**src/mfm_pkg.sv**
```systemverilog
// ----------------------------------------------------------------------------
// Motor fault monitor package
// Shared types, register indexes, reset values and state codes.
// ----------------------------------------------------------------------------
`timescale 1ns / 1ps

package mfm_pkg;

  // Default width of the internal time base.
  localparam int unsigned TimeWidthDef = 32;

  // Configuration port geometry.
  localparam int unsigned CfgIdxWidth  = 3;
  localparam int unsigned CfgDataWidth = 16;

  // Register indexes.
  localparam logic [CfgIdxWidth-1:0] RegCurrentLimit  = 3'd0;
  localparam logic [CfgIdxWidth-1:0] RegOverSpeedLim  = 3'd1;
  localparam logic [CfgIdxWidth-1:0] RegStallTgtMin   = 3'd2;
  localparam logic [CfgIdxWidth-1:0] RegStallSpeedMax = 3'd3;
  localparam logic [CfgIdxWidth-1:0] RegStallTime     = 3'd4;
  localparam logic [CfgIdxWidth-1:0] RegLockCount     = 3'd5;

  // Register reset values.
  localparam logic [15:0] CurrentLimitRst  = 16'd65535;
  localparam logic [14:0] OverSpeedLimRst  = 15'd32767;
  localparam logic [14:0] StallTgtMinRst   = 15'd100;
  localparam logic [14:0] StallSpeedMaxRst = 15'd10;
  localparam logic [15:0] StallTimeRst     = 16'd2000;
  localparam logic [7:0]  LockCountRst     = 8'd5;

  // Motor mode codes.
  localparam logic [1:0] ModeIdle   = 2'd0;
  localparam logic [1:0] ModeRun    = 2'd1;
  localparam logic [1:0] ModeError  = 2'd2;
  localparam logic [1:0] ModeLocked = 2'd3;

  // Error codes.
  localparam logic [1:0] ErrNone      = 2'd0;
  localparam logic [1:0] ErrOverCurr  = 2'd1;
  localparam logic [1:0] ErrStall     = 2'd2;
  localparam logic [1:0] ErrOverSpeed = 2'd3;

  // Saturation limit of the error counter.
  localparam logic [7:0] CountMax = 8'd255;

  // Configuration register set.
  typedef struct packed {
    logic [15:0] current_limit;
    logic [14:0] spd_limit;
    logic [14:0] stall_target_min;
    logic [14:0] stall_speed_max;
    logic [15:0] stall_time;
    logic [7:0]  lock_count;
  } cfg_t;

  // One protection check item.
  typedef struct packed {
    logic [31:0] now_ms;
    logic [15:0] measured_current;
    logic [15:0] measured_speed;
    logic [15:0] reported_speed;
    logic [14:0] speed_cmd;
  } item_t;

  // One result item.
  typedef struct packed {
    logic [2:0] error_bits;
    logic [1:0] fault_code;
    logic [1:0] fault_state;
    logic [7:0] fault_count;
    logic [2:0] protection_flags;
  } result_t;

  // Magnitude of a two's complement 16-bit value; -32768 gives 32768.
  function automatic logic [15:0] abs16(input logic [15:0] v);
    logic [15:0] r;
    r = v[15] ? (16'd0 - v) : v;
    return r;
  endfunction

endpackage

```
**src/mfm_cfg_regs.sv**
```systemverilog
// ----------------------------------------------------------------------------
// Motor fault monitor configuration registers
// Holds the six limit registers, written through an indexed write channel.
// ----------------------------------------------------------------------------
`timescale 1ns / 1ps

module mfm_cfg_regs (
  input  logic                                clk_i,
  input  logic                                rst_ni,
  input  logic                                cfg_valid_i,
  output logic                                cfg_ready_o,
  input  logic [mfm_pkg::CfgIdxWidth-1:0]     cfg_index_i,
  input  logic [mfm_pkg::CfgDataWidth-1:0]    cfg_data_i,
  output mfm_pkg::cfg_t                       cfg_o
);
  import mfm_pkg::*;

  cfg_t cfg_q;

  // The register file takes a write in every cycle.
  assign cfg_ready_o = 1'b1;

  // Indexed write; indexes past the list are dropped.
  always_ff @(posedge clk_i or negedge rst_ni) begin
    if (!rst_ni) begin
      cfg_q.current_limit    <= CurrentLimitRst;
      cfg_q.spd_limit        <= OverSpeedLimRst;
      cfg_q.stall_target_min <= StallTgtMinRst;
      cfg_q.stall_speed_max  <= StallSpeedMaxRst;
      cfg_q.stall_time       <= StallTimeRst;
      cfg_q.lock_count       <= LockCountRst;
    end else if (cfg_valid_i && cfg_ready_o) begin
      case (cfg_index_i)
        RegCurrentLimit:  cfg_q.current_limit    <= cfg_data_i;
        RegOverSpeedLim:  cfg_q.spd_limit        <= cfg_data_i[14:0];
        RegStallTgtMin:   cfg_q.stall_target_min <= cfg_data_i[14:0];
        RegStallSpeedMax: cfg_q.stall_speed_max  <= cfg_data_i[14:0];
        RegStallTime:     cfg_q.stall_time       <= cfg_data_i;
        RegLockCount:     cfg_q.lock_count       <= cfg_data_i[7:0];
        default: ;
      endcase
    end
  end

  assign cfg_o = cfg_q;

endmodule

```
**src/mfm_check.sv**
```systemverilog
// ----------------------------------------------------------------------------
// Motor fault monitor check core
// Evaluates one registered check item against the limits and updates the
// stall timer, error counter, error code and motor mode.
// ----------------------------------------------------------------------------
`timescale 1ns / 1ps

module mfm_check #(
  parameter int unsigned TimeWidth = mfm_pkg::TimeWidthDef
) (
  input  logic              clk_i,
  input  logic              rst_ni,
  input  logic              step_i,
  input  mfm_pkg::item_t    item_i,
  input  mfm_pkg::cfg_t     cfg_i,
  output mfm_pkg::result_t  result_o
);
  import mfm_pkg::*;

  logic                 stall_timing_q, stall_timing_d;
  logic [TimeWidth-1:0] stall_begin_q, stall_begin_d;
  logic [7:0]           err_cnt_q, err_cnt_d;
  logic [1:0]           err_code_q, err_code_d;
  logic [1:0]           mode_q, mode_d;

  logic [TimeWidth-1:0] now;
  logic [TimeWidth-1:0] elapsed;
  logic [15:0]          meas_abs;
  logic [15:0]          rep_abs;
  logic                 over_curr;
  logic                 stall_cond;
  logic                 stall_err;
  logic                 spd_over;
  logic [2:0]           errors;
  logic [7:0]           cnt_inc;
  logic [7:0]           cnt_dec;

  // Limit compares.
  assign now        = TimeWidth'(item_i.now_ms);
  assign meas_abs   = abs16(item_i.measured_speed);
  assign rep_abs    = abs16(item_i.reported_speed);
  assign over_curr  = item_i.measured_current > cfg_i.current_limit;
  assign stall_cond = (item_i.speed_cmd > cfg_i.stall_target_min) &&
                      (meas_abs < {1'b0, cfg_i.stall_speed_max});
  assign spd_over   = rep_abs > {1'b0, cfg_i.spd_limit};

  // Stall timeout counts only once the onset has been recorded.
  assign elapsed   = now - stall_begin_q;
  assign stall_err = stall_cond && stall_timing_q &&
                     (elapsed > TimeWidth'(cfg_i.stall_time));

  assign errors  = {spd_over, stall_err, over_curr};
  assign cnt_inc = (err_cnt_q == CountMax) ? err_cnt_q : err_cnt_q + 8'd1;
  assign cnt_dec = (err_cnt_q != 8'd0) ? err_cnt_q - 8'd1 : err_cnt_q;

  // Next state of the stall timer.
  always_comb begin
    stall_timing_d = stall_timing_q;
    stall_begin_d  = stall_begin_q;
    if (stall_cond) begin
      if (!stall_timing_q) begin
        stall_timing_d = 1'b1;
        stall_begin_d  = now;
      end
    end else begin
      stall_timing_d = 1'b0;
      stall_begin_d  = '0;
    end
  end

  // Next error code, counter and mode; the later check's code wins.
  always_comb begin
    err_code_d = err_code_q;
    err_cnt_d  = err_cnt_q;
    mode_d     = mode_q;
    if (spd_over) begin
      err_code_d = ErrOverSpeed;
    end else if (stall_err) begin
      err_code_d = ErrStall;
    end else if (over_curr) begin
      err_code_d = ErrOverCurr;
    end
    if (errors != 3'b000) begin
      err_cnt_d = cnt_inc;
      mode_d    = (cnt_inc > cfg_i.lock_count) ? ModeLocked : ModeError;
    end else begin
      err_cnt_d = cnt_dec;
      if (cnt_dec == 8'd0) begin
        err_code_d = ErrNone;
        mode_d     = (item_i.speed_cmd != 15'd0) ? ModeRun : ModeIdle;
      end
    end
  end

  // Check state advances once per item.
  always_ff @(posedge clk_i or negedge rst_ni) begin
    if (!rst_ni) begin
      stall_timing_q <= 1'b0;
      stall_begin_q  <= '0;
      err_cnt_q      <= 8'd0;
      err_code_q     <= ErrNone;
      mode_q         <= ModeIdle;
    end else if (step_i) begin
      stall_timing_q <= stall_timing_d;
      stall_begin_q  <= stall_begin_d;
      err_cnt_q      <= err_cnt_d;
      err_code_q     <= err_code_d;
      mode_q         <= mode_d;
    end
  end

  // Result of this item.
  always_comb begin
    result_o.error_bits       = errors;
    result_o.fault_code       = err_code_d;
    result_o.fault_state      = mode_d;
    result_o.fault_count      = err_cnt_d;
    result_o.protection_flags = {spd_over, stall_cond, over_curr};
  end

endmodule

```
**src/motor_fault_monitor.sv**
```systemverilog
// Each item is held in the input register and its result in the result register.
// Throughput: one item per cycle while the result side takes results; the check
// state feeds back through its next-state logic. The two registers part the channels,
// so a new item is taken into an empty input register while a finished result waits.
// Reset (rst_ni low, asynchronous) clears the check state and both valids
// and loads the limit registers with their defaults.
// ----------------------------------------------------------------------------
// Motor fault monitor
// Over-current, stall-timeout and over-speed protection with an error
// counter and idle, run, error and locked modes.
// ----------------------------------------------------------------------------
`timescale 1ns / 1ps

module motor_fault_monitor #(
  parameter int unsigned TimeWidth = mfm_pkg::TimeWidthDef
) (
  input  logic                             clk_i,
  input  logic                             rst_ni,
  // Configuration write channel
  input  logic                             cfg_valid_i,
  output logic                             cfg_ready_o,
  input  logic [mfm_pkg::CfgIdxWidth-1:0]  cfg_index_i,
  input  logic [mfm_pkg::CfgDataWidth-1:0] cfg_data_i,
  // Check input channel
  input  logic                             in_valid_i,
  output logic                             in_ready_o,
  input  logic [31:0]                      now_ms_i,
  input  logic [15:0]                      measured_current_i,
  input  logic signed [15:0]               measured_speed_i,
  input  logic signed [15:0]               reported_speed_i,
  input  logic [14:0]                      speed_cmd_i,
  // Result channel
  output logic                             out_valid_o,
  input  logic                             out_ready_i,
  output logic [2:0]                       error_bits_o,
  output logic [1:0]                       fault_code_o,
  output logic [1:0]                       fault_state_o,
  output logic [7:0]                       fault_count_o,
  output logic [2:0]                       protection_flags_o
);
  import mfm_pkg::*;

  cfg_t    cfg;
  item_t   in_item_q;
  logic    in_valid_q;
  result_t res_d, res_q;
  logic    out_valid_q;
  logic    out_free;
  logic    step;

  // Limit registers.
  mfm_cfg_regs u_cfg (
    .clk_i       (clk_i),
    .rst_ni      (rst_ni),
    .cfg_valid_i (cfg_valid_i),
    .cfg_ready_o (cfg_ready_o),
    .cfg_index_i (cfg_index_i),
    .cfg_data_i  (cfg_data_i),
    .cfg_o       (cfg)
  );

  // Pipeline control: the stage moves on when the result register frees up.
  assign out_free   = !out_valid_q || out_ready_i;
  assign step       = in_valid_q && out_free;
  assign in_ready_o = !in_valid_q || out_free;

  // Input register.
  always_ff @(posedge clk_i or negedge rst_ni) begin
    if (!rst_ni) begin
      in_valid_q <= 1'b0;
    end else if (in_ready_o) begin
      in_valid_q <= in_valid_i;
    end
  end

  always_ff @(posedge clk_i) begin
    if (in_ready_o && in_valid_i) begin
      in_item_q.now_ms           <= now_ms_i;
      in_item_q.measured_current <= measured_current_i;
      in_item_q.measured_speed   <= measured_speed_i;
      in_item_q.reported_speed   <= reported_speed_i;
      in_item_q.speed_cmd        <= speed_cmd_i;
    end
  end

  // Protection check and its state.
  mfm_check #(
    .TimeWidth (TimeWidth)
  ) u_check (
    .clk_i    (clk_i),
    .rst_ni   (rst_ni),
    .step_i   (step),
    .item_i   (in_item_q),
    .cfg_i    (cfg),
    .result_o (res_d)
  );

  // Result register.
  always_ff @(posedge clk_i or negedge rst_ni) begin
    if (!rst_ni) begin
      out_valid_q <= 1'b0;
    end else if (out_free) begin
      out_valid_q <= in_valid_q;
    end
  end

  always_ff @(posedge clk_i) begin
    if (step) begin
      res_q <= res_d;
    end
  end

  assign out_valid_o        = out_valid_q;
  assign error_bits_o       = res_q.error_bits;
  assign fault_code_o       = res_q.fault_code;
  assign fault_state_o      = res_q.fault_state;
  assign fault_count_o      = res_q.fault_count;
  assign protection_flags_o = res_q.protection_flags;

endmodule

```
**config.mk**
```make
export PLATFORM = sky130hd
export DESIGN_NAME = motor_fault_monitor
export DESIGN_NICKNAME = d
export VERILOG_FILES = /design/src/mfm_pkg.sv /design/src/mfm_cfg_regs.sv /design/src/mfm_check.sv /design/src/motor_fault_monitor.sv
export SDC_FILE = /design/constraint.sdc
export NUM_CORES = 1
export LEC_CHECK = 0
export BUFFER_PORTS_ARGS = -buffer_cell sky130_fd_sc_hd__buf_2
export CORE_UTILIZATION = 30
export CTS_CLUSTER_SIZE = 20
export DETAILED_ROUTE_END_ITERATION = 8
export SLEW_MARGIN = 5
export SYNTH_ARGS = -nofsm -noshare
export SYNTH_HDL_FRONTEND = slang
export SYNTH_HIERARCHICAL = 1
export SYNTH_SLANG_ARGS = --single-unit
export TNS_END_PERCENT = 20
```
**constraint.sdc**
```tcl
create_clock -name clk_i -period 6.1 [get_ports clk_i]
set_input_delay 0.61 -clock clk_i [delete_from_list [all_inputs] [get_ports clk_i]]
set_output_delay 0.61 -clock clk_i [all_outputs]
set_load 0.005 [all_outputs]
```
# Yosys cells after proc, flatten, opt, wreduce, memory -nomap -nowiden
# Cells that the tools add are included.
# W data, S select, Z words.
# word_totals
output_inout_bits	21
wordCells	79
input_bits	119
reg_bits	245
# classes
add_sub_neg	5
n_lt_le_gt_ge	6
n_eq_ne	7
n_reduce_logical	21
mux	17
# ops
op	n
$mux W32	2
$gt A32 B16 Y1	1
$mux W16	2
$sub A1 B16 Y16 const A	2
$sub A32 B32 Y32	1
$mux W8	3
$gt A16 B15 Y1	1
$gt A16 B16 Y1	1
$lt A16 B15 Y1	1
$gt A15 B15 Y1	1
$reduce_bool A15 Y1	1
$mux W2	7
$reduce_and A2 Y1	7
$add A8 B1 Y8 const B	1
$eq A8 B8 Y1 const B	1
$gt A8 B8 Y1	1
$logic_not A8 Y1	1
$reduce_bool A8 Y1	1
$sub A8 B1 Y8 const B	1
$eq A3 B2 Y1 const B	2
$eq A3 B3 Y1 const B	2
$logic_and A1 B1 Y1	5
$eq A3 B1 Y1 const B	1
$logic_not A3 Y1	1
5 further kinds	9

# Longest topological paths before layout
# Gate-level depths: netlist of run 1.
# depth
word_depth	10
ltp_mapped	25

# Modules after synthesis
# The synthesis of run 1 kept the hierarchy.
# modules_own_cells
mod	n_inst	cells_per_inst	area_per_inst_um2
mfm_check	1	929	7023.0
motor_fault_monitor	1	121	3497.1
mfm_cfg_regs	1	187	3321.9

# Least setup slack after synthesis of run 1
# OpenSTA, ideal clock, no wires.
# synth_timing
kind	register -> register
startpoint	register in_item_q[63] in the netlist's numbering
endpoint	register res_q (netlist bit fault_count_o[3]), data pin
setup_slack_ns	1.548
setup_ns	0.271
arrival_ns	4.280
path_stages_with_launch	25
cell_sequence	edfxtp_1 -> inv_1 -> ha_1 -> fa_1 -> nor2b_1 -> o2111ai_1 -> nand2_1 -> a21oi_1 -> nor2b_1 -> o21ai_0 -> nand2b_1 -> a21oi_1 -> xnor2_1 -> ha_1 -> nand4_1 -> nor4_1 -> nand4_1 -> o31ai_1 -> o2111ai_1 -> or4_4 -> nor4_4 -> o21ai_2 -> clkbuf_1 -> a22oi_1 -> a21oi_1
# synth_rtl
item	line_no	text
start, declared	motor_fault_monitor.sv:44	item_t in_item_q;
end signal, assigned	motor_fault_monitor.sv:109	res_q <= res_d;
end, declared	motor_fault_monitor.sv:46	result_t res_d, res_q;

==> flow_results.xml, run 1 <==
<?xml version="1.0" encoding="UTF-8"?>
<metrics>
  <group name="layout">
    <metric name="fill_cells" unit="">4552</metric>
    <metric name="area_of_the_multi_input_gates" unit="mm²">0.006370</metric>
    <metric name="share_of_layout_cells_above_drive_strength_1" unit="">0.2439</metric>
    <metric name="final_nets" unit="">1618</metric>
    <metric name="seqCellArea" unit="mm²">0.006751</metric>
    <metric name="n_antenna_cell" unit="">0</metric>
    <metric name="layout_stage_area_growth_over_the_synthesis_result" unit="%">17.02</metric>
  </group>
  <group name="placement">
    <metric name="post-dp-hpwl" unit="µm">24760</metric>
    <metric name="finalWeightedCongestion" unit="">0.8165</metric>
    <metric name="numPortBuffers" unit="">138</metric>
  </group>
  <group name="power">
    <metric name="ir_drop" unit="mV">0.2297</metric>
    <metric name="static_power_due_to_leakage" unit="µW">0.006914</metric>
    <metric name="fin_total_pwr" unit="µW">6115</metric>
    <metric name="cellPowerDensity" unit="mW/mm²">377.5</metric>
  </group>
  <group name="logic_synthesis">
    <metric name="synth_nets" unit="">1477</metric>
    <metric name="syn-mean-instance-area" unit="µm²">11.19</metric>
    <metric name="library_cells_used_by_synthesis" unit="">75</metric>
    <metric name="asyncSetResetFlopFracSynth" unit="">0.5388</metric>
    <metric name="yosysWarningCount" unit="">6</metric>
    <metric name="yosys_register_bits" unit="">245</metric>
    <metric name="yosysSeqAreaShare" unit="">0.4878</metric>
    <metric name="synth_enable_flop_cells" unit="">113</metric>
    <metric name="synthFlopType" unit="">sky130_fd_sc_hd__edfxtp_1</metric>
    <metric name="netlist_area" unit="mm²">0.01384</metric>
    <metric name="synthesis.instances" unit="">1237</metric>
  </group>
  <group name="clock_network">
    <metric name="cts_made_buffers" unit="">30</metric>
    <metric name="cts_setup_buffers" unit="">0</metric>
    <metric name="clock-root-buffer" unit="">sky130_fd_sc_hd__clkbuf_16</metric>
    <metric name="clkLatencyLatePin" unit="ns">0.58</metric>
    <metric name="clk_path_buf_depth" unit="">3</metric>
    <metric name="cts_hold_buf" unit="">0</metric>
    <metric name="clock_sink_count" unit="">245</metric>
    <metric name="path_clk_slew" unit="ns">0.06</metric>
    <metric name="post_cts_resize_count" unit="">0</metric>
    <metric name="cts_htree_levels" unit="">1</metric>
    <metric name="cts_tree" unit="">done</metric>
  </group>
  <group name="setup_path">
    <metric name="critPathTopFamily" unit="">compound AO/OA/AOI/OAI gates</metric>
    <metric name="worst_path_max_delay_cell" unit="">sky130_fd_sc_hd__or4_4</metric>
    <metric name="worstPathRequired" unit="ns">6.41</metric>
    <metric name="timing.critical_path.mode_cell" unit="">sky130_fd_sc_hd__a21oi_1</metric>
    <metric name="worst_ep_arrival_time" unit="ns">5.75</metric>
    <metric name="critPathLaunchType" unit="">register</metric>
    <metric name="path_buf_inv" unit="">1</metric>
    <metric name="timing.critical_path.slowest_cell_delay" unit="ns">0.44</metric>
    <metric name="timing.critical_path.to_type" unit="">register</metric>
    <metric name="crit_chain" unit="">inv_1, ha_1, fa_1, nor2b_1, o2111ai_1, nand2_1, a21oi_1, nor2b_1, o21ai_0, nand2b_1, a21oi_1, xnor2_1, ha_1, a41o_1, a21oi_1, o21ai_0, o31ai_1, o2111ai_1, or4_4, nor4_4, o21ai_2, mux2_2, nor2_1, a21oi_1</metric>
    <metric name="path_class" unit="">reg -&gt; reg</metric>
    <metric name="cp_max_fo" unit="">23</metric>
  </group>
  <group name="min_path">
    <metric name="worstHoldPathType" unit="">in -&gt; async</metric>
  </group>
  <group name="sta">
    <metric name="final_min_period_over_clock_period" unit="">0.8908</metric>
    <metric name="fin_skew" unit="ns">0.02240</metric>
    <metric name="hold_viol_final" unit="">0</metric>
    <metric name="report.final.slew_viol_count" unit="">0</metric>
    <metric name="timing.setup.tns" unit="ns">0</metric>
    <metric name="grt_setup_unrepaired" unit="">no</metric>
    <metric name="setup_viol" unit="">0</metric>
    <metric name="fin_crit" unit="ns">5.434</metric>
    <metric name="worst_slew_pin_slew" unit="ns">1.197</metric>
    <metric name="maxSlewHeadroom" unit="">0.1959</metric>
    <metric name="max_freq" unit="MHz">184.0</metric>
  </group>
  <group name="floorplan">
    <metric name="die_extent_in_y" unit="µm">216.8</metric>
    <metric name="die-area" unit="mm²">0.04700</metric>
    <metric name="i_o_pins" unit="">140</metric>
    <metric name="floorplan.initialDensity" unit="">0.3044</metric>
    <metric name="chipWidth" unit="µm">216.8</metric>
    <metric name="core-area" unit="mm²">0.04548</metric>
    <metric name="fp-row-count" unit="">78</metric>
  </group>
  <group name="grt">
    <metric name="grt.overflow.total" unit="">0</metric>
    <metric name="grt_pass1_vias" unit="">9604</metric>
    <metric name="wire_length_of_the_first_global_routing_pass" unit="µm">52480</metric>
    <metric name="grt_max_degree" unit="">59</metric>
    <metric name="track_usage" unit="">0.1411</metric>
    <metric name="antenna_violations_before_repair" unit="">1</metric>
  </group>
  <group name="drt">
    <metric name="drc_errors" unit="">0</metric>
    <metric name="wl_per_cell" unit="µm">16.62</metric>
    <metric name="route.final.wire_length" unit="µm">33280</metric>
    <metric name="drtIter0Drc" unit="">475</metric>
    <metric name="via_count" unit="">9698</metric>
    <metric name="drt_pre_antenna_iters" unit="">5</metric>
    <metric name="post_drt_via_cell_ratio" unit="">4.844</metric>
    <metric name="antenna_left" unit="">0</metric>
  </group>
  <group name="run">
    <metric name="maxCapViolCount" unit="">0</metric>
  </group>
  <group name="status">
    <metric name="run_status" unit="">complete, no violations</metric>
  </group>
</metrics>
## cell usage in the layout (no fill, tap or decap), types with 54 or more instances in the layout
cell type	Yosys	routed
sky130_fd_sc_hd__nand2_1	80	80
sky130_fd_sc_hd__a21oi_1	74	74
sky130_fd_sc_hd__o21ai_0	54	54
sky130_fd_sc_hd__buf_2	6	137
sky130_fd_sc_hd__ha_1	120	120
sky130_fd_sc_hd__nor2_1	56	56
sky130_fd_sc_hd__dfrtp_1	88	88
sky130_fd_sc_hd__mux2_2	88	88
sky130_fd_sc_hd__edfxtp_1	113	113
sky130_fd_sc_hd__inv_1	136	136
## through the flow
| stage | utilization | cells | setup slack (ns) | cell area (µm²) | hold WS [ns] |
|---|---|---|---|---|---|
| after floorplan | - | 1237 | 1.548 | 13840 | 0.3144 |
| after global placement | 0.3326 | 1946 | 0.7272 | 15130 | 0.4835 |
| after detailed placement | 0.3326 | 1946 | 0.6256 | 15130 | 0.4876 |
| after CTS | 0.3562 | 2002 | 0.6158 | 16200 | 0.09902 |
| after global routing | 0.3562 | 2002 | 0.2535 | 16200 | 0.1337 |
| final | 0.3562 | 2002 | 0.6661 | 16200 | 0.09599 |
## worst paths after layout
check	endpoint	startpoint	cells after the start	slack, ns
worst max-delay path	fault_count_o[3]	in_item_q[63]	24	0.67
worst min-delay path	u_check/stall_begin_q[25]	rst_ni	1	0.1
worst max register to register	fault_count_o[3]	in_item_q[63]	24	0.67
worst min register to register	u_cfg/cfg_o[28]	u_cfg/cfg_o[28]	1	0.50
max in group asynchronous	u_cfg/cfg_o[28]	rst_ni	2	4.82
min in group clk_i	in_item_q[35]	measured_speed_i[4]	1	0.20
## layer usage
layer / up-vias / GRT usage / routed length (µm)
li1: 4740 / - / -
met1: 4684 / 0.1921 / 15740
met2: 218 / 0.2330 / 15500
met3: 54 / 0.01985 / 1237
met4: 2 / 0.04038 / 796
met5: - / 0 / 17
## flip-flops by register name (all words and copies together), names as in the netlist, 2 cells and up
| name | cells |
|---|---|
| error_bits_o | 3 |
| fault_code_o | 2 |
| fault_count_o | 8 |
| fault_state_o | 2 |
| in_item_q | 95 |
| protection_flags_o | 3 |
| u_cfg/cfg_o | 85 |
| u_check/err_cnt_q | 8 |
| u_check/err_code_q | 2 |
| u_check/mode_q | 2 |
| u_check/stall_begin_q | 32 |
## area by class of cell
class | count | share of cell area
sequential | 245 | 0.4168
multi-input combinational | 820 | 0.3932
clock buffer | 50 | 0.05925
tap | 600 | 0.04635
timing repair buffer | 145 | 0.04604
inverter | 136 | 0.03152
clock inverter | 6 | 0.006798
## report_power, final
group | switching (µW) | internal [µW] | leakage [µW]
Clock | 713 | 1160 | 0.000521
Combinational | 1100 | 855 | 0.00376
Sequential | 193 | 2090 | 0.00263
## synth_stat cells (6+ instances only)
library cell | instances | area (µm²)
sky130_fd_sc_hd__buf_2 | 6 | 30.03
sky130_fd_sc_hd__dfstp_2 | 44 | 1156
sky130_fd_sc_hd__a22o_1 | 33 | 289.0
sky130_fd_sc_hd__xnor2_1 | 42 | 367.9
sky130_fd_sc_hd__ha_1 | 120 | 1501
sky130_fd_sc_hd__a21oi_1 | 74 | 370.4
sky130_fd_sc_hd__mux2i_1 | 10 | 100.1
sky130_fd_sc_hd__nor2_1 | 56 | 210.2
sky130_fd_sc_hd__xor2_1 | 15 | 131.4
sky130_fd_sc_hd__nor4_1 | 11 | 68.82
sky130_fd_sc_hd__mux2_2 | 88 | 991.0
sky130_fd_sc_hd__a21o_1 | 24 | 180.2
sky130_fd_sc_hd__buf_6 | 8 | 90.09
sky130_fd_sc_hd__nand2b_1 | 21 | 131.4
sky130_fd_sc_hd__clkbuf_1 | 15 | 56.30
sky130_fd_sc_hd__nand2_1 | 80 | 300.3
sky130_fd_sc_hd__o31ai_1 | 10 | 75.07
sky130_fd_sc_hd__nor3_1 | 24 | 120.1
sky130_fd_sc_hd__edfxtp_1 | 113 | 3393
sky130_fd_sc_hd__nor2b_1 | 14 | 87.58
sky130_fd_sc_hd__dfrtp_1 | 88 | 2202
sky130_fd_sc_hd__o21ai_0 | 54 | 270.3
sky130_fd_sc_hd__buf_4 | 7 | 52.55
sky130_fd_sc_hd__inv_1 | 136 | 510.5
sky130_fd_sc_hd__nand4_1 | 24 | 150.1
sky130_fd_sc_hd__nand3_1 | 14 | 70.07
sky130_fd_sc_hd__o21a_1 | 13 | 97.59
## kinds of logic after synthesis
family / Yosys count / synth area share
AOI/OAI and AO/OA: 258 / 0.1237
xor gates and xnor gates: 57 / 0.03607
adders and majority gates: 121 / 0.1099
buffers and inverters: 172 / 0.05342
DFF: 245 / 0.4878
muxes: 100 / 0.08063
other: 1 / 0.0002709
and+or+nand+nor: 283 / 0.1082
No activity file was read; power rests on OpenSTA's default activity.
==> run 2: changes to the inputs <==
clock period = 6.62 ns   (was 6.1 ns; I/O delays follow)
==> run 2 against run 1 <==
Combinational power shrank 8%. Core utilization is 0.063 points higher. Power decreased by 7.5%. Critical path type unchanged. Critical endpoint unchanged. Largest power group unchanged. Highest routed layer unchanged.
==> flow_results.xml, run 2 (synthesized netlist as in run 1, its figures left out) <==
<?xml version="1.0" encoding="UTF-8"?>
<metrics>
  <group name="placement">
    <metric name="numPortBuffers" unit="">138</metric>
    <metric name="finalWeightedCongestion" unit="">0.8174</metric>
    <metric name="post-dp-hpwl" unit="µm">24900</metric>
  </group>
  <group name="setup_path">
    <metric name="critPathTopFamily" unit="">compound AO/OA/AOI/OAI gates</metric>
    <metric name="worstPathRequired" unit="ns">6.92</metric>
    <metric name="cp_max_fo" unit="">23</metric>
    <metric name="crit_chain" unit="">inv_1, ha_1, fa_1, nor2b_1, o2111ai_1, nand2_1, a21oi_1, nor2b_1, o21ai_0, nand2b_1, a21oi_1, xnor2_1, ha_1, a41o_1, a21oi_1, o21ai_0, o31ai_1, o2111ai_1, or4_4, nor4_4, o21ai_2, mux2_2, nor2_1, a21oi_1</metric>
    <metric name="reg2reg_setup_slack" unit="ns">1.20</metric>
    <metric name="timing.critical_path.mode_cell" unit="">sky130_fd_sc_hd__a21oi_1</metric>
    <metric name="rr_startpoint" unit="">in_item_q[63]</metric>
    <metric name="timing.critical_path.slowest_cell_delay" unit="ns">0.44</metric>
    <metric name="worst_ep_arrival_time" unit="ns">5.72</metric>
    <metric name="timing.critical_path.to_type" unit="">register</metric>
    <metric name="path_class" unit="">reg -&gt; reg</metric>
    <metric name="cp_endpoint" unit="">fault_count_o[3]</metric>
    <metric name="worstSetupPathDepth" unit="">24</metric>
    <metric name="critPathLaunchType" unit="">register</metric>
    <metric name="rr_endpoint" unit="">fault_count_o[3]</metric>
    <metric name="path_buf_inv" unit="">1</metric>
    <metric name="reg2regPathDepth" unit="">24</metric>
    <metric name="worst_setup_path_start" unit="">in_item_q[63]</metric>
    <metric name="worst_path_max_delay_cell" unit="">sky130_fd_sc_hd__or4_4</metric>
  </group>
  <group name="sta">
    <metric name="fin_crit" unit="ns">5.418</metric>
    <metric name="worst_slew_pin_slew" unit="ns">1.260</metric>
    <metric name="report.final.slew_viol_count" unit="">0</metric>
    <metric name="hold_viol_final" unit="">0</metric>
    <metric name="maxSlewHeadroom" unit="">0.1538</metric>
    <metric name="setup_viol" unit="">0</metric>
    <metric name="timing.setup.tns" unit="ns">0</metric>
    <metric name="fin_skew" unit="ns">0.02321</metric>
    <metric name="max_freq" unit="MHz">184.6</metric>
    <metric name="grt_setup_unrepaired" unit="">no</metric>
    <metric name="final_min_period_over_clock_period" unit="">0.8184</metric>
  </group>
  <group name="layout">
    <metric name="final_nets" unit="">1619</metric>
    <metric name="share_of_layout_cells_above_drive_strength_1" unit="">0.2480</metric>
    <metric name="largest_register_ff_count" unit="">95</metric>
    <metric name="fill_cells" unit="">4546</metric>
    <metric name="layout_stage_area_growth_over_the_synthesis_result" unit="%">17.23</metric>
    <metric name="mostFrequentLayoutCell" unit="">sky130_fd_sc_hd__buf_2</metric>
    <metric name="area_of_the_multi_input_gates" unit="mm²">0.006370</metric>
    <metric name="layout_common_cells" unit="">137 x sky130_fd_sc_hd__buf_2, 136 x sky130_fd_sc_hd__inv_1, 120 x sky130_fd_sc_hd__ha_1</metric>
    <metric name="most_flop_heavy_register" unit="">in_item_q</metric>
    <metric name="seqCellArea" unit="mm²">0.006751</metric>
  </group>
  <group name="power">
    <metric name="ir_drop" unit="mV">0.2077</metric>
    <metric name="switchingPower" unit="µW">1861</metric>
    <metric name="fin_total_pwr" unit="µW">5657</metric>
    <metric name="comb_power_share" unit="">0.318</metric>
    <metric name="internal_power" unit="µW">3796</metric>
    <metric name="sequentialPowerShare" unit="">0.372</metric>
    <metric name="cellPowerDensity" unit="mW/mm²">348.6</metric>
    <metric name="power_switching_share" unit="">0.3290</metric>
    <metric name="clockPowerShare" unit="">0.309</metric>
    <metric name="static_power_due_to_leakage" unit="µW">0.006925</metric>
  </group>
  <group name="clock_network">
    <metric name="clock-root-buffer" unit="">sky130_fd_sc_hd__clkbuf_16</metric>
    <metric name="cts_htree_levels" unit="">1</metric>
    <metric name="cts_made_buffers" unit="">30</metric>
    <metric name="path_clk_slew" unit="ns">0.06</metric>
    <metric name="clk_path_buf_depth" unit="">3</metric>
    <metric name="clock_sink_count" unit="">245</metric>
    <metric name="cts_tree" unit="">done</metric>
    <metric name="clkLatencyLatePin" unit="ns">0.58</metric>
  </group>
  <group name="floorplan">
    <metric name="floorplan.initialDensity" unit="">0.3044</metric>
    <metric name="die_extent_in_y" unit="µm">216.8</metric>
    <metric name="chipWidth" unit="µm">216.8</metric>
    <metric name="fp-row-count" unit="">78</metric>
    <metric name="die-area" unit="mm²">0.04700</metric>
    <metric name="core-area" unit="mm²">0.04548</metric>
    <metric name="i_o_pins" unit="">140</metric>
  </group>
  <group name="drt">
    <metric name="antenna_left" unit="">0</metric>
    <metric name="drt_pre_antenna_iters" unit="">4</metric>
    <metric name="drc_errors" unit="">0</metric>
    <metric name="drtIter0Drc" unit="">444</metric>
    <metric name="post_drt_via_cell_ratio" unit="">4.791</metric>
    <metric name="via_count" unit="">9605</metric>
    <metric name="wl_per_cell" unit="µm">16.46</metric>
    <metric name="route.final.wire_length" unit="µm">33000</metric>
  </group>
  <group name="grt">
    <metric name="wire_length_of_the_first_global_routing_pass" unit="µm">53050</metric>
    <metric name="grt_max_degree" unit="">75</metric>
    <metric name="antenna_violations_before_repair" unit="">3</metric>
    <metric name="track_usage" unit="">0.1427</metric>
    <metric name="grt.overflow.total" unit="">0</metric>
    <metric name="grt_pass1_vias" unit="">9862</metric>
  </group>
  <group name="status">
    <metric name="run_status" unit="">complete, no violations</metric>
  </group>
  <group name="run">
    <metric name="maxCapViolCount" unit="">0</metric>
  </group>
  <group name="min_path">
    <metric name="worstHoldPathType" unit="">in -&gt; reg</metric>
  </group>
</metrics>
==> run 2: worst register-to-register path, delay by kind of cell, from the launching register on <==
| kind | cells | cell delay [ns] |
|---|---|---|
| AOI/OAI and AO/OA | 11 | 1.78 |
| muxes | 1 | 0.41 |
| buffers and inverters | 1 | 0.05 |
| and+or+nand+nor | 7 | 1.48 |
| DFF | 1 | 0.35 |
| adders and majority gates | 3 | 0.95 |
| xor gates and xnor gates | 1 | 0.13 |
==> run 2: stage by stage <==
| step | hold slack [ns] | worst slack [ns] | util | cell area [µm²] | instances |
|---|---|---|---|---|---|
| 4_1_cts | 0.2061 | 1.213 | 0.3567 | 16220 | 2003 |
| 5_1_grt | 0.2116 | 0.7679 | 0.3567 | 16220 | 2004 |
| 3_5_place_dp | 0.4911 | 1.239 | 0.3326 | 15130 | 1946 |
| 6_report | 0.2498 | 1.202 | 0.3568 | 16230 | 2005 |
| 3_3_place_gp | 0.4839 | 1.321 | 0.3326 | 15130 | 1946 |
| 2_1_floorplan | 0.3664 | 2.068 | - | 13840 | 1237 |
==> run 2: worst min path at each step <==
stage                                          from  slack (ns)                         to  cells past startpoint
after floorplan                              rst_ni        0.37                 in_valid_q                      0
after CTS                               now_ms_i[7]        0.21              in_item_q[70]                      1
after detailed placement  u_check/stall_begin_q[30]        0.49  u_check/stall_begin_q[30]                      1
final                                   now_ms_i[7]        0.25              in_item_q[70]                      1
after global placement        u_check/err_code_q[1]        0.48      u_check/err_code_q[1]                      1
after global routing            reported_speed_i[0]        0.21              in_item_q[15]                      1
==> run 2: repair_timing <==
action	CTS	global route
hold buffers	1	0
endpoints found under the hold margin	1	0
buffers inserted	0	0
gates resized for setup	0	0
==> run 2: cell type report <==
cell class                      instances  area share
Sequential cell                       245      0.4161
Multi-Input combinational cell        820      0.3926
Antenna cell                            2   0.0003084
Clock buffer                           33     0.04757
Timing Repair Buffer                  146     0.04657
Clock inverter                         23     0.01920
Tap cell                              600     0.04626
Inverter                              136     0.03146
==> run 2: routing by layer <==
layer / routed length, µm / track usage
met5: 25 / 0
met1: 15510 / 0.1884
met4: 804 / 0.04038
met2: 15470 / 0.2406
met3: 1184 / 0.02306
==> run 2: power groups by stage <==
| stage | Combinational [µW] | Clock [µW] | Sequential, µW |
|---|---|---|---|
| after floorplan | 1370 | 0 | 2060 |
| after global placement | 1750 | 0 | 2130 |
| after detailed placement | 1800 | 0 | 2140 |
| after CTS | 1810 | 1820 | 2110 |
| after global routing | 2050 | 1870 | 2150 |
| final | 1800 | 1750 | 2110 |
==> run 3: changes to the inputs <==
ABC_AREA = 1   (was not set)
clock period = 4.3 ns   (was 6.62 ns; I/O delays follow)
==> run 3 against run 2 <==
Clock power increased by 35%. Non-clock buffer count increased by 58. First-iteration DRC count is 69% higher. Final area is 8.9% higher. Cell count increased by 36%. Critical path type unchanged. Critical endpoint is now fault_state_o[1]. Largest power group unchanged.
==> flow_results.xml, run 3 <==
<?xml version="1.0" encoding="UTF-8"?>
<metrics>
  <group name="logic_synthesis">
    <metric name="asyncSetResetFlopFracSynth" unit="">0.5388</metric>
    <metric name="yosysSeqAreaShare" unit="">0.4570</metric>
    <metric name="synth_enable_flop_cells" unit="">113</metric>
    <metric name="library_cells_used_by_synthesis" unit="">44</metric>
    <metric name="synth_top_cell_by_area" unit="">sky130_fd_sc_hd__edfxtp_1</metric>
    <metric name="yosysWarningCount" unit="">6</metric>
    <metric name="yosys_register_bits" unit="">245</metric>
    <metric name="netlist_area" unit="mm²">0.01477</metric>
    <metric name="synthesis.instances" unit="">1845</metric>
    <metric name="post_synth_most_frequent_cells" unit="">588 x sky130_fd_sc_hd__nand2_1, 318 x sky130_fd_sc_hd__inv_1, 153 x sky130_fd_sc_hd__nand3_1</metric>
    <metric name="yosysMostFrequentCell" unit="">sky130_fd_sc_hd__nand2_1</metric>
    <metric name="synth_nets" unit="">2085</metric>
    <metric name="synthTopCellsByArea" unit="">sky130_fd_sc_hd__edfxtp_1 23%, sky130_fd_sc_hd__nand2_1 15%, sky130_fd_sc_hd__dfrtp_1 15%</metric>
    <metric name="synth_top_area_frac" unit="">0.2297</metric>
    <metric name="synthFlopType" unit="">sky130_fd_sc_hd__edfxtp_1</metric>
    <metric name="syn-mean-instance-area" unit="µm²">8.008</metric>
  </group>
  <group name="status">
    <metric name="run_status" unit="">complete, no violations</metric>
  </group>
  <group name="setup_path">
    <metric name="cp_max_fo" unit="">11</metric>
    <metric name="critPathLaunchType" unit="">register</metric>
    <metric name="timing.critical_path.to_type" unit="">register</metric>
    <metric name="path_class" unit="">reg -&gt; reg</metric>
    <metric name="worstPathRequired" unit="ns">4.62</metric>
    <metric name="worst_ep_arrival_time" unit="ns">4.23</metric>
  </group>
  <group name="clock_network">
    <metric name="clkLatencyLatePin" unit="ns">0.59</metric>
    <metric name="clock_sink_count" unit="">245</metric>
    <metric name="cts_tree" unit="">done</metric>
    <metric name="path_clk_slew" unit="ns">0.06</metric>
    <metric name="cts_htree_levels" unit="">1</metric>
    <metric name="clock-root-buffer" unit="">sky130_fd_sc_hd__clkbuf_16</metric>
    <metric name="clk_path_buf_depth" unit="">3</metric>
    <metric name="cts_made_buffers" unit="">29</metric>
  </group>
  <group name="grt">
    <metric name="grt.overflow.total" unit="">0</metric>
    <metric name="wire_length_of_the_first_global_routing_pass" unit="µm">61870</metric>
    <metric name="grt_pass1_vias" unit="">11870</metric>
    <metric name="grt_max_degree" unit="">66</metric>
    <metric name="antenna_violations_before_repair" unit="">1</metric>
    <metric name="track_usage" unit="">0.1555</metric>
  </group>
  <group name="drt">
    <metric name="drtIter0Drc" unit="">749</metric>
    <metric name="antenna_left" unit="">0</metric>
    <metric name="via_count" unit="">12250</metric>
    <metric name="route.final.wire_length" unit="µm">38950</metric>
    <metric name="drt_pre_antenna_iters" unit="">5</metric>
    <metric name="drc_errors" unit="">0</metric>
    <metric name="wl_per_cell" unit="µm">14.32</metric>
    <metric name="post_drt_via_cell_ratio" unit="">4.503</metric>
  </group>
  <group name="sta">
    <metric name="maxSlewHeadroom" unit="">0.4221</metric>
    <metric name="hold_viol_final" unit="">0</metric>
    <metric name="report.final.slew_viol_count" unit="">0</metric>
    <metric name="final_min_period_over_clock_period" unit="">0.9085</metric>
    <metric name="fin_skew" unit="ns">0.03076</metric>
    <metric name="timing.setup.tns" unit="ns">0</metric>
    <metric name="setup_viol" unit="">0</metric>
    <metric name="fin_crit" unit="ns">3.907</metric>
    <metric name="worst_slew_pin_slew" unit="ns">0.8668</metric>
    <metric name="max_freq" unit="MHz">256.0</metric>
    <metric name="grt_setup_unrepaired" unit="">no</metric>
  </group>
  <group name="run">
    <metric name="maxCapViolCount" unit="">0</metric>
  </group>
  <group name="layout">
    <metric name="n_antenna_cell" unit="">0</metric>
    <metric name="layout_stage_area_growth_over_the_synthesis_result" unit="%">19.63</metric>
    <metric name="layout_common_cells" unit="">587 x sky130_fd_sc_hd__nand2_1, 317 x sky130_fd_sc_hd__inv_1, 152 x sky130_fd_sc_hd__nand3_1</metric>
    <metric name="most_flop_heavy_register" unit="">in_item_q</metric>
    <metric name="mostFrequentLayoutCell" unit="">sky130_fd_sc_hd__nand2_1</metric>
    <metric name="largest_register_ff_count" unit="">95</metric>
    <metric name="fill_cells" unit="">4990</metric>
    <metric name="final_core_utilization" unit="">0.3671</metric>
    <metric name="final_nets" unit="">2280</metric>
    <metric name="share_of_layout_cells_above_drive_strength_1" unit="">0.1357</metric>
  </group>
  <group name="power">
    <metric name="sequentialPowerShare" unit="">0.375</metric>
    <metric name="ir_drop" unit="mV">0.2972</metric>
    <metric name="power_switching_share" unit="">0.3658</metric>
    <metric name="clockPowerShare" unit="">0.280</metric>
    <metric name="static_power_due_to_leakage" unit="µW">0.008811</metric>
    <metric name="comb_power_share" unit="">0.345</metric>
    <metric name="internal_power" unit="µW">5342</metric>
    <metric name="cellPowerDensity" unit="mW/mm²">476.5</metric>
    <metric name="switchingPower" unit="µW">3080</metric>
  </group>
  <group name="placement">
    <metric name="finalWeightedCongestion" unit="">0.9083</metric>
    <metric name="numPortBuffers" unit="">138</metric>
    <metric name="post-dp-hpwl" unit="µm">28870</metric>
  </group>
  <group name="floorplan">
    <metric name="i_o_pins" unit="">140</metric>
    <metric name="floorplan.initialDensity" unit="">0.3069</metric>
    <metric name="chipWidth" unit="µm">223.9</metric>
    <metric name="die_extent_in_y" unit="µm">223.9</metric>
    <metric name="die-area" unit="mm²">0.05014</metric>
    <metric name="core-area" unit="mm²">0.04815</metric>
    <metric name="fp-row-count" unit="">80</metric>
  </group>
  <group name="min_path">
    <metric name="worstHoldPathType" unit="">in -&gt; reg</metric>
  </group>
</metrics>
[run 3: cell types whose count changed after synthesis, sizes merged, moves of 11 or more]
cell / change
inv: +187
a21o: -24
nand2: +516
nand3: +142
xor2: +17
o21a: -13
a22o: -33
nand2b: -21
mux2i: -11
mux2: -89
xnor2: -29
nor2b: -14
nor2: +54
[run 3: path summary, 6_finish.rpt]
check | depth (start not counted) | endpoint | slack, ns | from
worst max-delay path | 21 | fault_state_o[1] | 0.39 | in_item_q[15]
worst min-delay path | 1 | in_item_q[29] | 0.02 | reported_speed_i[14]
worst max register to register | 21 | fault_state_o[1] | 0.39 | in_item_q[15]
worst min register to register | 2 | u_cfg/cfg_o[67] | 0.46 | u_cfg/cfg_o[67]
max in group asynchronous | 3 | u_cfg/cfg_o[67] | 2.74 | rst_ni
min in group asynchronous | 2 | out_valid_o | 0.50 | rst_ni
[run 3: area by class of cell]
| cell class | count | area, µm² | share of cell area |
|---|---|---|---|
| clock buffer | 41 | 820.8 | 0.04644 |
| sequential | 245 | 6751 | 0.3820 |
| clock inverter | 13 | 96.34 | 0.005451 |
| timing repair buffer | 204 | 1341 | 0.07589 |
| tap | 656 | 820.8 | 0.04644 |
| multi-input combinational | 1237 | 6629 | 0.3751 |
| inverter | 323 | 1215 | 0.06874 |
[run 3: repair_timing]
action / CTS / global route
hold buffers: 56 / 0
buffers inserted: 0 / 0
resized for setup: 0 / 6
hold endpoints to repair: 85 / 0
setup endpoints to repair: 0 / 24
[run 3: logic make-up after synthesis]
group,Yosys count,share of synthesized area
adders and majority gates,121,0.1030
DFF,245,0.4570
AOI/OAI and AO/OA,139,0.04895
and+or+nand+nor,931,0.2670
buffers and inverters,363,0.09714
xor gates and xnor gates,45,0.02668
other,1,0.0002538
[run 3: per-stage QoR]
step / power, µW / hold slack (ns) / area (µm²) / std cells / worst slack [ns]
after global placement: 5971 / 0.4507 / 16170 / 2609 / 0.2905
final: 8422 / 0.02165 / 17670 / 2719 / 0.3933
after global routing: 9085 / 0.003562 / 17670 / 2719 / 0.02960
after floorplan: 5198 / 0.1344 / 14770 / 1845 / 0.8452
after detailed placement: 6050 / 0.4561 / 16170 / 2609 / 0.2076
after CTS: 8516 / 0.0003265 / 17650 / 2719 / 0.1936
[run 3: power groups by stage]
stage / Clock [µW] / Sequential, µW / Combinational [µW]
floorplan: 0 / 3120 / 2070
finish: 2360 / 3160 / 2900
global route: 2530 / 3200 / 3350
global placement: 0 / 3190 / 2780
CTS: 2450 / 3160 / 2910
detailed placement: 0 / 3200 / 2850
[run 3: critical path: stages, from the launching register on]
cell and delay (ns):
sky130_fd_sc_hd__edfxtp_1 0.36, sky130_fd_sc_hd__inv_1 0.10, sky130_fd_sc_hd__ha_1 0.16, sky130_fd_sc_hd__inv_1 0.05, sky130_fd_sc_hd__nor3_1 0.16, sky130_fd_sc_hd__nor3b_1 0.21
sky130_fd_sc_hd__inv_1 0.09, sky130_fd_sc_hd__nor3_2 0.14, sky130_fd_sc_hd__nor3b_2 0.23, sky130_fd_sc_hd__nand2_1 0.10, sky130_fd_sc_hd__o31ai_1 0.26, sky130_fd_sc_hd__xnor2_1 0.10
sky130_fd_sc_hd__ha_1 0.29, sky130_fd_sc_hd__nand4_1 0.16, sky130_fd_sc_hd__nor3_2 0.18, sky130_fd_sc_hd__nand2_1 0.09, sky130_fd_sc_hd__nand2_2 0.15, sky130_fd_sc_hd__inv_1 0.10
sky130_fd_sc_hd__nor2_1 0.18, sky130_fd_sc_hd__buf_12 0.15, sky130_fd_sc_hd__nand2_2 0.14, sky130_fd_sc_hd__or2_1 0.24
[run 3: per-layer routing]
layer	vias to the layer above	part of all wire	global-route usage
met2	303	0.45	0.2575
met3	58	0.050	0.02086
met4	0	0.026	0.04308
met5	-	0	0
li1	6233	-	-
met1	5651	0.47	0.2119
